$ cat src/hdl/ssmc_pkg.sv
package ssmc_pkg;

   // Sizing
   localparam int MAX_DIGITS_DEFAULT = 8;
   localparam int CSR_INDEX_W        = 3;
   localparam int CSR_DATA_W         = 16;

   // Register indexes
   localparam logic [CSR_INDEX_W-1:0] CSR_DIGIT_COUNT  = 3'd0;
   localparam logic [CSR_INDEX_W-1:0] CSR_BRIGHTNESS   = 3'd1;
   localparam logic [CSR_INDEX_W-1:0] CSR_LEAD_ZEROS   = 3'd2;
   localparam logic [CSR_INDEX_W-1:0] CSR_POINT_POS    = 3'd3;
   localparam logic [CSR_INDEX_W-1:0] CSR_DISP_ENABLE  = 3'd4;
   localparam logic [CSR_INDEX_W-1:0] CSR_FLASH_INTVL  = 3'd5;

   // Command codes
   localparam logic [2:0] MODE_TICK   = 3'd0;
   localparam logic [2:0] MODE_NUMBER = 3'd1;
   localparam logic [2:0] MODE_CHAR   = 3'd2;
   localparam logic [2:0] MODE_ERROR  = 3'd3;
   localparam logic [2:0] MODE_CLEAR  = 3'd4;

   // Display constants
   localparam logic [3:0] PWM_LAST     = 4'd9;
   localparam logic [6:0] FULL_BRIGHT  = 7'd100;
   localparam logic [7:0] POINT_BIT    = 8'h80;
   localparam logic [7:0] PAT_E        = 8'h79;
   localparam logic [7:0] PAT_R        = 8'h50;
   localparam logic [7:0] PAT_BLANK    = 8'h00;
   // ceil(2^35 / 10): v / 10 == (v * DIV10_RECIP) >> 35 for every 32-bit v
   localparam logic [31:0] DIV10_RECIP = 32'hCCCC_CCCD;

   typedef struct packed {
      logic [2:0]  mode;
      logic [31:0] number_value;
      logic [7:0]  char_code;
      logic [2:0]  char_position;
      logic [31:0] now_ms;
   } req_type;

   typedef struct packed {
      logic [7:0] segment_lines;
      logic [7:0] digit_select;
      logic       digit_lit;
   } rsp_type;

   function automatic logic [7:0] dec_pattern(input logic [3:0] digit);
      logic [7:0] pat;
      unique case (digit)
         4'd0: pat = 8'h3F;
         4'd1: pat = 8'h06;
         4'd2: pat = 8'h5B;
         4'd3: pat = 8'h4F;
         4'd4: pat = 8'h66;
         4'd5: pat = 8'h6D;
         4'd6: pat = 8'h7D;
         4'd7: pat = 8'h07;
         4'd8: pat = 8'h7F;
         4'd9: pat = 8'h6F;
         default: pat = PAT_BLANK;
      endcase
      return pat;
   endfunction

   function automatic logic [7:0] char_pattern(input logic [7:0] code);
      logic [7:0] pat;
      if (code >= 8'h30 && code <= 8'h39) begin
         pat = dec_pattern(4'(code - 8'h30));
      end else begin
         unique case (code)
            8'h48: pat = 8'h76; // H
            8'h45: pat = 8'h79; // E
            8'h4C: pat = 8'h38; // L
            8'h50: pat = 8'h73; // P
            8'h4F: pat = 8'h3F; // O
            8'h41: pat = 8'h77; // A
            8'h43: pat = 8'h39; // C
            8'h55: pat = 8'h3E; // U
            8'h53: pat = 8'h6D; // S
            8'h74: pat = 8'h78; // t
            8'h72: pat = 8'h50; // r
            8'h62: pat = 8'h7C; // b
            8'h49: pat = 8'h06; // I
            8'h6E: pat = 8'h54; // n
            8'h64: pat = 8'h5E; // d
            8'h2D: pat = 8'h40; // -
            default: pat = PAT_BLANK;
         endcase
      end
      return pat;
   endfunction

endpackage

$ cat src/hdl/seven_segment_mux_controller.sv
// Channel  Direction  Payload               Transfer when
// req      in         ssmc_pkg::req_type    req_valid & req_ready
// rsp      out        ssmc_pkg::rsp_type    rsp_valid & rsp_ready
// csr      in         index + 16-bit data   csr_we
//
// One command at a time; a refresh tick, char write or unused code goes straight to the done step.
// Write number steps through one divide-by-ten multiply and one pattern-store write
// per digit (N digits in use). Clear and error sweep one write per digit.
// Reset is synchronous and clears the pattern store through per-entry valid bits.
// A stalled result waits in the output register while the next command is taken.
module seven_segment_mux_controller #(
   parameter int MAX_DIGITS = ssmc_pkg::MAX_DIGITS_DEFAULT
) (
   input  logic                                clock,
   input  logic                                reset,
   input  logic                                req_valid,
   output logic                                req_ready,
   input  ssmc_pkg::req_type                   req_data,
   output logic                                rsp_valid,
   input  logic                                rsp_ready,
   output ssmc_pkg::rsp_type                   rsp_data,
   input  logic                                csr_we,
   input  logic [ssmc_pkg::CSR_INDEX_W-1:0]    csr_index,
   input  logic [ssmc_pkg::CSR_DATA_W-1:0]     csr_wdata
);

   localparam int IDX_W = $clog2(MAX_DIGITS);
   localparam int CNT_W = $clog2(MAX_DIGITS + 1);
   localparam int CMP_W = (CNT_W > 4) ? CNT_W : 4;

   typedef enum logic [2:0] {
      S_IDLE,
      S_DIV,
      S_WRITE,
      S_SWEEP,
      S_DONE
   } state_type;

   state_type            state_ff;

   // Configuration
   logic [3:0]           digit_count_ff;
   logic [6:0]           brightness_ff;
   logic                 lead_zeros_ff;
   logic [3:0]           point_pos_ff;
   logic                 disp_enable_ff;
   logic [15:0]          flash_intvl_ff;

   // Scan and flash state
   logic [IDX_W-1:0]     scan_ff;
   logic [3:0]           pwm_ff;
   logic                 visible_ff;
   logic [31:0]          flash_ref_ff;
   logic [7:0]           latch_ff;

   // Command state
   logic [2:0]           op_ff;
   logic [31:0]          val_ff;
   logic [28:0]          quot_ff;
   logic [IDX_W-1:0]     idx_ff;
   logic                 lit_ff;
   logic [7:0]           sel_ff;

   // Pattern store
   logic [7:0]           store_ff [MAX_DIGITS];
   logic [MAX_DIGITS-1:0] valid_ff;
   logic [7:0]           rd_data_ff;
   logic                 rd_valid_ff;

   logic                 rsp_valid_ff;
   ssmc_pkg::rsp_type    rsp_data_ff;

   logic                 req_fire;
   logic [CNT_W-1:0]     n_c;
   logic [IDX_W-1:0]     scan_adj_c;
   logic [IDX_W-1:0]     scan_next_c;
   logic [7:0]           sel_c;
   logic [31:0]          elapsed_c;
   logic                 visible_in;
   logic [31:0]          flash_ref_in;
   logic [6:0]           pwm_step_c;
   logic                 lit_c;
   logic                 pos_ok_c;
   logic [63:0]          prod_c;
   logic [3:0]           rem_c;
   logic [7:0]           num_pat_c;
   logic [7:0]           sweep_pat_c;
   logic                 we_c;
   logic [IDX_W-1:0]     wa_c;
   logic [7:0]           wd_c;
   logic [7:0]           latch_in;
   logic [6:0]           bright_wr_c;

   assign req_ready = (state_ff == S_IDLE);
   assign req_fire  = req_valid && req_ready;
   assign rsp_valid = rsp_valid_ff;
   assign rsp_data  = rsp_data_ff;

   // Clamp the digit count to 1..MAX_DIGITS
   always_comb begin
      if (digit_count_ff == 4'd0) begin
         n_c = CNT_W'(1);
      end else if (32'(digit_count_ff) > 32'(MAX_DIGITS)) begin
         n_c = CNT_W'(MAX_DIGITS);
      end else begin
         n_c = CNT_W'(digit_count_ff);
      end
   end

   // Scan position: restart at digit 0 when the count shrank below it
   assign scan_adj_c  = (CNT_W'(scan_ff) >= n_c) ? '0 : scan_ff;
   assign scan_next_c = (CNT_W'(scan_adj_c) + CNT_W'(1) == n_c) ? '0
                                                                : scan_adj_c + IDX_W'(1);

   always_comb begin
      for (int j = 0; j < 8; j++) begin
         sel_c[j] = (32'(scan_adj_c) == j);
      end
   end

   // Flash toggle; interval zero re-arms the reference
   assign elapsed_c = req_data.now_ms - flash_ref_ff;
   always_comb begin
      visible_in   = visible_ff;
      flash_ref_in = flash_ref_ff;
      if (flash_intvl_ff == 16'd0) begin
         visible_in   = 1'b1;
         flash_ref_in = req_data.now_ms;
      end else if (elapsed_c >= 32'(flash_intvl_ff)) begin
         visible_in   = !visible_ff;
         flash_ref_in = req_data.now_ms;
      end
   end

   // Lit while pwm_phase < brightness/10, i.e. (phase+1)*10 <= brightness
   assign pwm_step_c = 7'(pwm_ff) + 7'd1;
   assign lit_c = disp_enable_ff && visible_in
                  && (7'((pwm_step_c << 3) + (pwm_step_c << 1)) <= brightness_ff);

   assign pos_ok_c = CMP_W'(req_data.char_position) < CMP_W'(n_c);

   // Divide by ten: reciprocal multiply, then remainder by shift-add
   assign prod_c = 64'(val_ff) * 64'(ssmc_pkg::DIV10_RECIP);
   assign rem_c  = 4'(val_ff - ((32'(quot_ff) << 3) + (32'(quot_ff) << 1)));

   always_comb begin
      if (val_ff == 32'd0 && CNT_W'(idx_ff) + CNT_W'(1) < n_c && !lead_zeros_ff) begin
         num_pat_c = ssmc_pkg::PAT_BLANK;
      end else begin
         num_pat_c = ssmc_pkg::dec_pattern(rem_c);
      end
      if (CMP_W'(point_pos_ff) == CMP_W'(n_c) - CMP_W'(idx_ff)) begin
         num_pat_c = num_pat_c | ssmc_pkg::POINT_BIT;
      end
   end

   // Error text in the three leftmost digits, blank elsewhere
   always_comb begin
      sweep_pat_c = ssmc_pkg::PAT_BLANK;
      if (op_ff == ssmc_pkg::MODE_ERROR && n_c >= CNT_W'(3)) begin
         if (idx_ff == IDX_W'(0)) begin
            sweep_pat_c = ssmc_pkg::PAT_E;
         end else if (idx_ff == IDX_W'(1) || idx_ff == IDX_W'(2)) begin
            sweep_pat_c = ssmc_pkg::PAT_R;
         end
      end
   end

   // Store write port
   always_comb begin
      we_c = 1'b0;
      wa_c = idx_ff;
      wd_c = sweep_pat_c;
      unique case (state_ff)
         S_IDLE: begin
            we_c = req_fire && req_data.mode == ssmc_pkg::MODE_CHAR && pos_ok_c;
            wa_c = IDX_W'(req_data.char_position);
            wd_c = ssmc_pkg::char_pattern(req_data.char_code);
         end
         S_WRITE: begin
            we_c = 1'b1;
            wd_c = num_pat_c;
         end
         S_SWEEP: begin
            we_c = 1'b1;
         end
         S_DIV, S_DONE: begin
            we_c = 1'b0;
         end
         default: begin
            we_c = 1'b0;
         end
      endcase
   end

   // Pattern store: one write port, one registered read port
   always_ff @(posedge clock) begin
      if (we_c) begin
         store_ff[wa_c] <= wd_c;
      end
      if (req_fire) begin
         rd_data_ff  <= store_ff[scan_adj_c];
         rd_valid_ff <= valid_ff[scan_adj_c];
      end
   end

   // Latch update on a lit tick; never-written entries read blank
   always_comb begin
      latch_in = latch_ff;
      if (op_ff == ssmc_pkg::MODE_TICK && lit_ff) begin
         latch_in = rd_valid_ff ? rd_data_ff : ssmc_pkg::PAT_BLANK;
      end
   end

   assign bright_wr_c = (csr_wdata[6:0] > ssmc_pkg::FULL_BRIGHT) ? ssmc_pkg::FULL_BRIGHT
                                                                 : csr_wdata[6:0];

   // Control, configuration and sequencing
   always_ff @(posedge clock) begin
      if (reset) begin
         state_ff       <= S_IDLE;
         rsp_valid_ff   <= 1'b0;
         scan_ff        <= '0;
         pwm_ff         <= 4'd0;
         visible_ff     <= 1'b1;
         flash_ref_ff   <= 32'd0;
         latch_ff       <= ssmc_pkg::PAT_BLANK;
         valid_ff       <= '0;
         digit_count_ff <= 4'd4;
         brightness_ff  <= ssmc_pkg::FULL_BRIGHT;
         lead_zeros_ff  <= 1'b0;
         point_pos_ff   <= 4'd0;
         disp_enable_ff <= 1'b1;
         flash_intvl_ff <= 16'd0;
      end else begin
         // Configuration writes
         if (csr_we) begin
            unique case (csr_index)
               ssmc_pkg::CSR_DIGIT_COUNT: digit_count_ff <= csr_wdata[3:0];
               ssmc_pkg::CSR_BRIGHTNESS:  brightness_ff  <= bright_wr_c;
               ssmc_pkg::CSR_LEAD_ZEROS:  lead_zeros_ff  <= csr_wdata[0];
               ssmc_pkg::CSR_POINT_POS:   point_pos_ff   <= csr_wdata[3:0];
               ssmc_pkg::CSR_DISP_ENABLE: disp_enable_ff <= csr_wdata[0];
               ssmc_pkg::CSR_FLASH_INTVL: flash_intvl_ff <= csr_wdata;
               default: ;
            endcase
         end

         // Mark written entries
         if (we_c) begin
            valid_ff[wa_c] <= 1'b1;
         end

         // Drop a result once it transfers; the done step loads the next one itself
         if (rsp_valid_ff && rsp_ready && state_ff != S_DONE) begin
            rsp_valid_ff <= 1'b0;
         end

         unique case (state_ff)
            S_IDLE: begin
               if (req_fire) begin
                  op_ff  <= req_data.mode;
                  lit_ff <= 1'b0;
                  sel_ff <= 8'd0;
                  unique case (req_data.mode)
                     ssmc_pkg::MODE_TICK: begin
                        visible_ff   <= visible_in;
                        flash_ref_ff <= flash_ref_in;
                        pwm_ff       <= (pwm_ff == ssmc_pkg::PWM_LAST) ? 4'd0
                                                                       : pwm_ff + 4'd1;
                        if (lit_c) begin
                           lit_ff  <= 1'b1;
                           sel_ff  <= sel_c;
                           scan_ff <= scan_next_c;
                        end
                        state_ff <= S_DONE;
                     end
                     ssmc_pkg::MODE_NUMBER: begin
                        val_ff   <= req_data.number_value;
                        idx_ff   <= IDX_W'(n_c - CNT_W'(1));
                        state_ff <= S_DIV;
                     end
                     ssmc_pkg::MODE_ERROR, ssmc_pkg::MODE_CLEAR: begin
                        idx_ff   <= '0;
                        state_ff <= S_SWEEP;
                     end
                     default: begin
                        state_ff <= S_DONE;
                     end
                  endcase
               end
            end
            S_DIV: begin
               quot_ff  <= prod_c[63:35];
               state_ff <= S_WRITE;
            end
            S_WRITE: begin
               // Advance to the next digit to the left
               val_ff <= 32'(quot_ff);
               if (idx_ff == '0) begin
                  state_ff <= S_DONE;
               end else begin
                  idx_ff   <= idx_ff - IDX_W'(1);
                  state_ff <= S_DIV;
               end
            end
            S_SWEEP: begin
               if (CNT_W'(idx_ff) + CNT_W'(1) == n_c) begin
                  state_ff <= S_DONE;
               end else begin
                  idx_ff <= idx_ff + IDX_W'(1);
               end
            end
            S_DONE: begin
               // Hold until the output register is free
               if (!rsp_valid_ff || rsp_ready) begin
                  latch_ff                  <= latch_in;
                  rsp_valid_ff              <= 1'b1;
                  rsp_data_ff.segment_lines <= latch_in;
                  rsp_data_ff.digit_select  <= sel_ff;
                  rsp_data_ff.digit_lit     <= lit_ff;
                  state_ff                  <= S_IDLE;
               end
            end
            default: begin
               state_ff <= S_IDLE;
            end
         endcase
      end
   end

endmodule

$ cat config.mk
export PLATFORM = sky130hd
export DESIGN_NAME = seven_segment_mux_controller
export DESIGN_NICKNAME = d
export VERILOG_FILES = /design/src/hdl/ssmc_pkg.sv /design/src/hdl/seven_segment_mux_controller.sv
export SDC_FILE = /design/constraint.sdc
export NUM_CORES = 2
export LEC_CHECK = 0
export CAP_MARGIN = 20
export CORE_ASPECT_RATIO = 1.2
export CORE_MARGIN = 3
export CORE_UTILIZATION = 43
export DETAILED_ROUTE_END_ITERATION = 6
export DONT_BUFFER_PORTS = 1
export GPL_ROUTABILITY_DRIVEN = 0
export PLACE_DENSITY = 0.57
export SLEW_MARGIN = 20
export SYNTH_ARGS = -nofsm -noshare
export SYNTH_HDL_FRONTEND = slang
export SYNTH_SLANG_ARGS = --single-unit
$ cat constraint.sdc
create_clock -name clock -period 12.26 [get_ports clock]
set_input_delay 1.839 -clock clock [delete_from_list [all_inputs] [get_ports clock]]
set_output_delay 1.839 -clock clock [all_outputs]
set_load 0.02 [all_outputs]
==> reports/metrics.cfg <==
[status]
status = completed

[yosys]
synth_area_leaders = fa_1 25%, ha_1 19%, edfxtp_1 16%, inv_1 8.0%, dfxtp_1 6.0%
synth_seq_cells = 259
syn_area_um2 = 30900
synth_largest_area_cell = fa_1
synth-main-ff-cell = edfxtp_1
async_flop_share_pct = 0
ys.warnings.count = 0
yosysMostFrequentCell = inv_1
netlist.area_leader.share_pct = 25.2
syn_area_per_cell_um2 = 9.96
synth_cell_type_count = 74
ys_seq_area_share_pct = 22.2
synth_edf_count = 166
syn_nets = 4056
syn-instance-count = 3103
netlist_top_cells_count = 659 x inv_1, 462 x ha_1, 389 x fa_1

[finish]
finish.utilization_pct = 46.5
multi_input_area_um2 = 21300
fin_cells = 4027
final_nets = 4027
area_delta_synth_final_pct = 6.90
register_area_um2 = 6850
drive_gt1_share_pct = 3.87
n_fill_cell = 6598

[clock_tree]
cts_buffers = 34
cts_resized = 0
clock-sinks = 259
clk_pin_slew_ns = 0.06
post-cts-setup-buffers = 0
cts_tree = yes
clk_latency_ns = 0.57
cts_hold_buf = 0
cts_buffer_depth = 3
htree_levels = 2
cts_root_buffer = clkbuf_16

[floorplan]
initial_core_util_pct = 43.5
io_pins = 121
fp-row-count = 107
die_y_um = 300
dieArea_um2 = 75100
die_w_um = 251
core_area_um2 = 71100

[timing]
layout_min_cycle_time_ns = 8.78
fin_setup_tns_ns = 0
rsz0062_at_grt = no
tightest_slew_ns = 1.00
fmaxAchievable_ghz = 0.114
period_share_pct = 71.6
setup_slack_ns = 3.48
final_max_slew_viol_count = 0
setup_violations = 0
skew_ns = 0.0189
hold_viol_final = 0
relSlewSlack_pct = 33.1

[power]
ir_worst_vdd_v = 0.000457
p_leak_uw = 0.0154
cellPowerDensity_nw_per_um2 = 251

[placement]
dp_cells = 3964
dp_hpwl_um = 70900
port_buffers = 0
dpl_worst_slack_ns = 3.57

[global_route]
grt_pass1_vias = 23200
grt_util_all_layers_pct = 22.8
grt_max_degree = 133
grt_first_pass_wirelength_um = 132000
antenna_found_initial = 1
overflow = 0

[critical_path]
crit_type = flip-flop to flip-flop
cp_max_fo = 6
cp-end-kind = flip-flop
worstPathArrival_ns = 9.09
worstPathRequired_ns = 12.57
critPathBufInv = 7
max_stage_delay_ns = 0.84
critical_path.slowest_cell = a221oi_1
start_kind = flip-flop
ff2ff_setup_slack_ns = 3.48
cp_top_family = adder cells

[detailed_routing]
via_per_inst = 5.30
ant_nets = 0
dr.pass1.iters = 7
drt-wirelength-per-cell_um = 20.8
route.vias.total = 21400
wirelength_um = 83700
drc = 0
drt_iter0_drc = 1063

[min_path]
hold_class = flip-flop to flip-flop

[run]
cap_violations = 0

==> worst register-to-register path, cell delays in order (launching register included) <==
cell and delay (ns):
edfxtp_1 0.61, inv_1 0.10, ha_1 0.50, inv_1 0.14, fa_1 0.52, inv_1 0.06
fa_1 0.50, inv_1 0.05, fa_1 0.50, inv_1 0.06, fa_1 0.69, fa_1 0.48
fa_1 0.49, inv_1 0.05, fa_1 0.47, inv_1 0.04, ha_1 0.33, o2111a_1 0.17
a221oi_1 0.84, o21ai_0 0.29, nor3_1 0.34, a211oi_1 0.15, o21ai_0 0.53, a311oi_1 0.23
o21a_1 0.22, nor2_1 0.11, xnor2_1 0.07
==> final timing paths <==
| path | startpoint | end | cells after the start |
|---|---|---|---|
| min | sel_ff[6]$_SDFFCE_PN0P_ | rsp_data[7]$_DFFE_PP_ | 0 |
| max | val_ff[20]$_DFFE_PP_ | quot_ff[24]$_DFFE_PP_ | 26 |
| max reg2reg | val_ff[20]$_DFFE_PP_ | quot_ff[24]$_DFFE_PP_ | 26 |
| min reg2reg | sel_ff[6]$_SDFFCE_PN0P_ | rsp_data[7]$_DFFE_PP_ | 0 |
==> report_power, final <==
part / total [uW] / internal [uW] / switching, uW / leakage, uW
combinational: 6030 / 2510 / 3530 / 0.0125
clock: 1040 / 592 / 445 / 0.000548
sequential: 1230 / 1200 / 33.6 / 0.00227
==> stage by stage <==
step	power (uW)	cell area, um2	hold slack, ns
finish	8300	33000	0.419
floorplan	5550	30900	0.400
detailed placement	7310	31900	0.405
global placement	7190	31900	0.407
CTS	8420	33000	0.422
global route	9150	33000	0.438
==> layer usage <==
layer	vias to the layer above	share of wire, %	GRT usage (%)
met3	170	4.1	3.09
met1	10600	39	26.0
met5	-	0	0
met2	484	52	42.6
li1	10100	-	-
met4	0	5.0	9.85
==> flip-flops by register name, indices dropped and copies added, names as in the netlist, 16 cells and up <==
signal and count:
store_ff 64, flash_ref_ff 32, val_ff 32, quot_ff 29, rsp_data 17, flash_intvl_ff 16
==> kinds of logic after synthesis <==
group,Yosys count,synth area share (%)
fa+ha+maj,851,43.9
xor+xnor,117,3.32
flops,259,22.2
simple gates,633,10.0
buf+inv,734,8.94
mux,87,2.99
compound gates,422,8.64
==> final cells by class <==
type                            instances  share of cell area (%)
Antenna cell                            1                 0.00758
Clock buffer                           37                    2.64
Clock inverter                         25                   0.837
Inverter                              659                    7.49
Multi-Input combinational cell       2110                    64.6
Sequential cell                       259                    20.7
Tap cell                              926                    3.51
Timing Repair Buffer                   10                   0.227
==> placed cells by master (no fill, tap or decap), types with 7 or more instances in the layout <==
cell,synthesis,routed
nor2b_1,30,30
mux2_2,30,30
xor2_1,56,56
nor4_1,10,9
ha_1,462,462
nand3_1,57,57
and2_1,15,15
xnor2_1,61,61
nand4_1,18,18
a211oi_1,15,15
nor3_1,37,35
o31ai_1,11,11
clkbuf_16,0,34
nand2_1,191,191
nand2b_1,81,81
clkinv_2,0,7
dfxtp_1,93,92
nand3b_1,7,7
a31oi_1,18,18
buf_4,0,10
o21bai_1,7,7
fa_1,389,389
edfxtp_1,166,166
a21oi_1,138,137
a21o_1,53,53
and3_1,14,14
o22ai_1,9,9
o211ai_1,8,8
nor2_1,136,135
o21ai_0,91,91
mux2i_1,53,53
inv_1,659,659
o21a_1,13,13
a211o_1,7,7
Note: power is estimated with default switching activity, not from simulation.
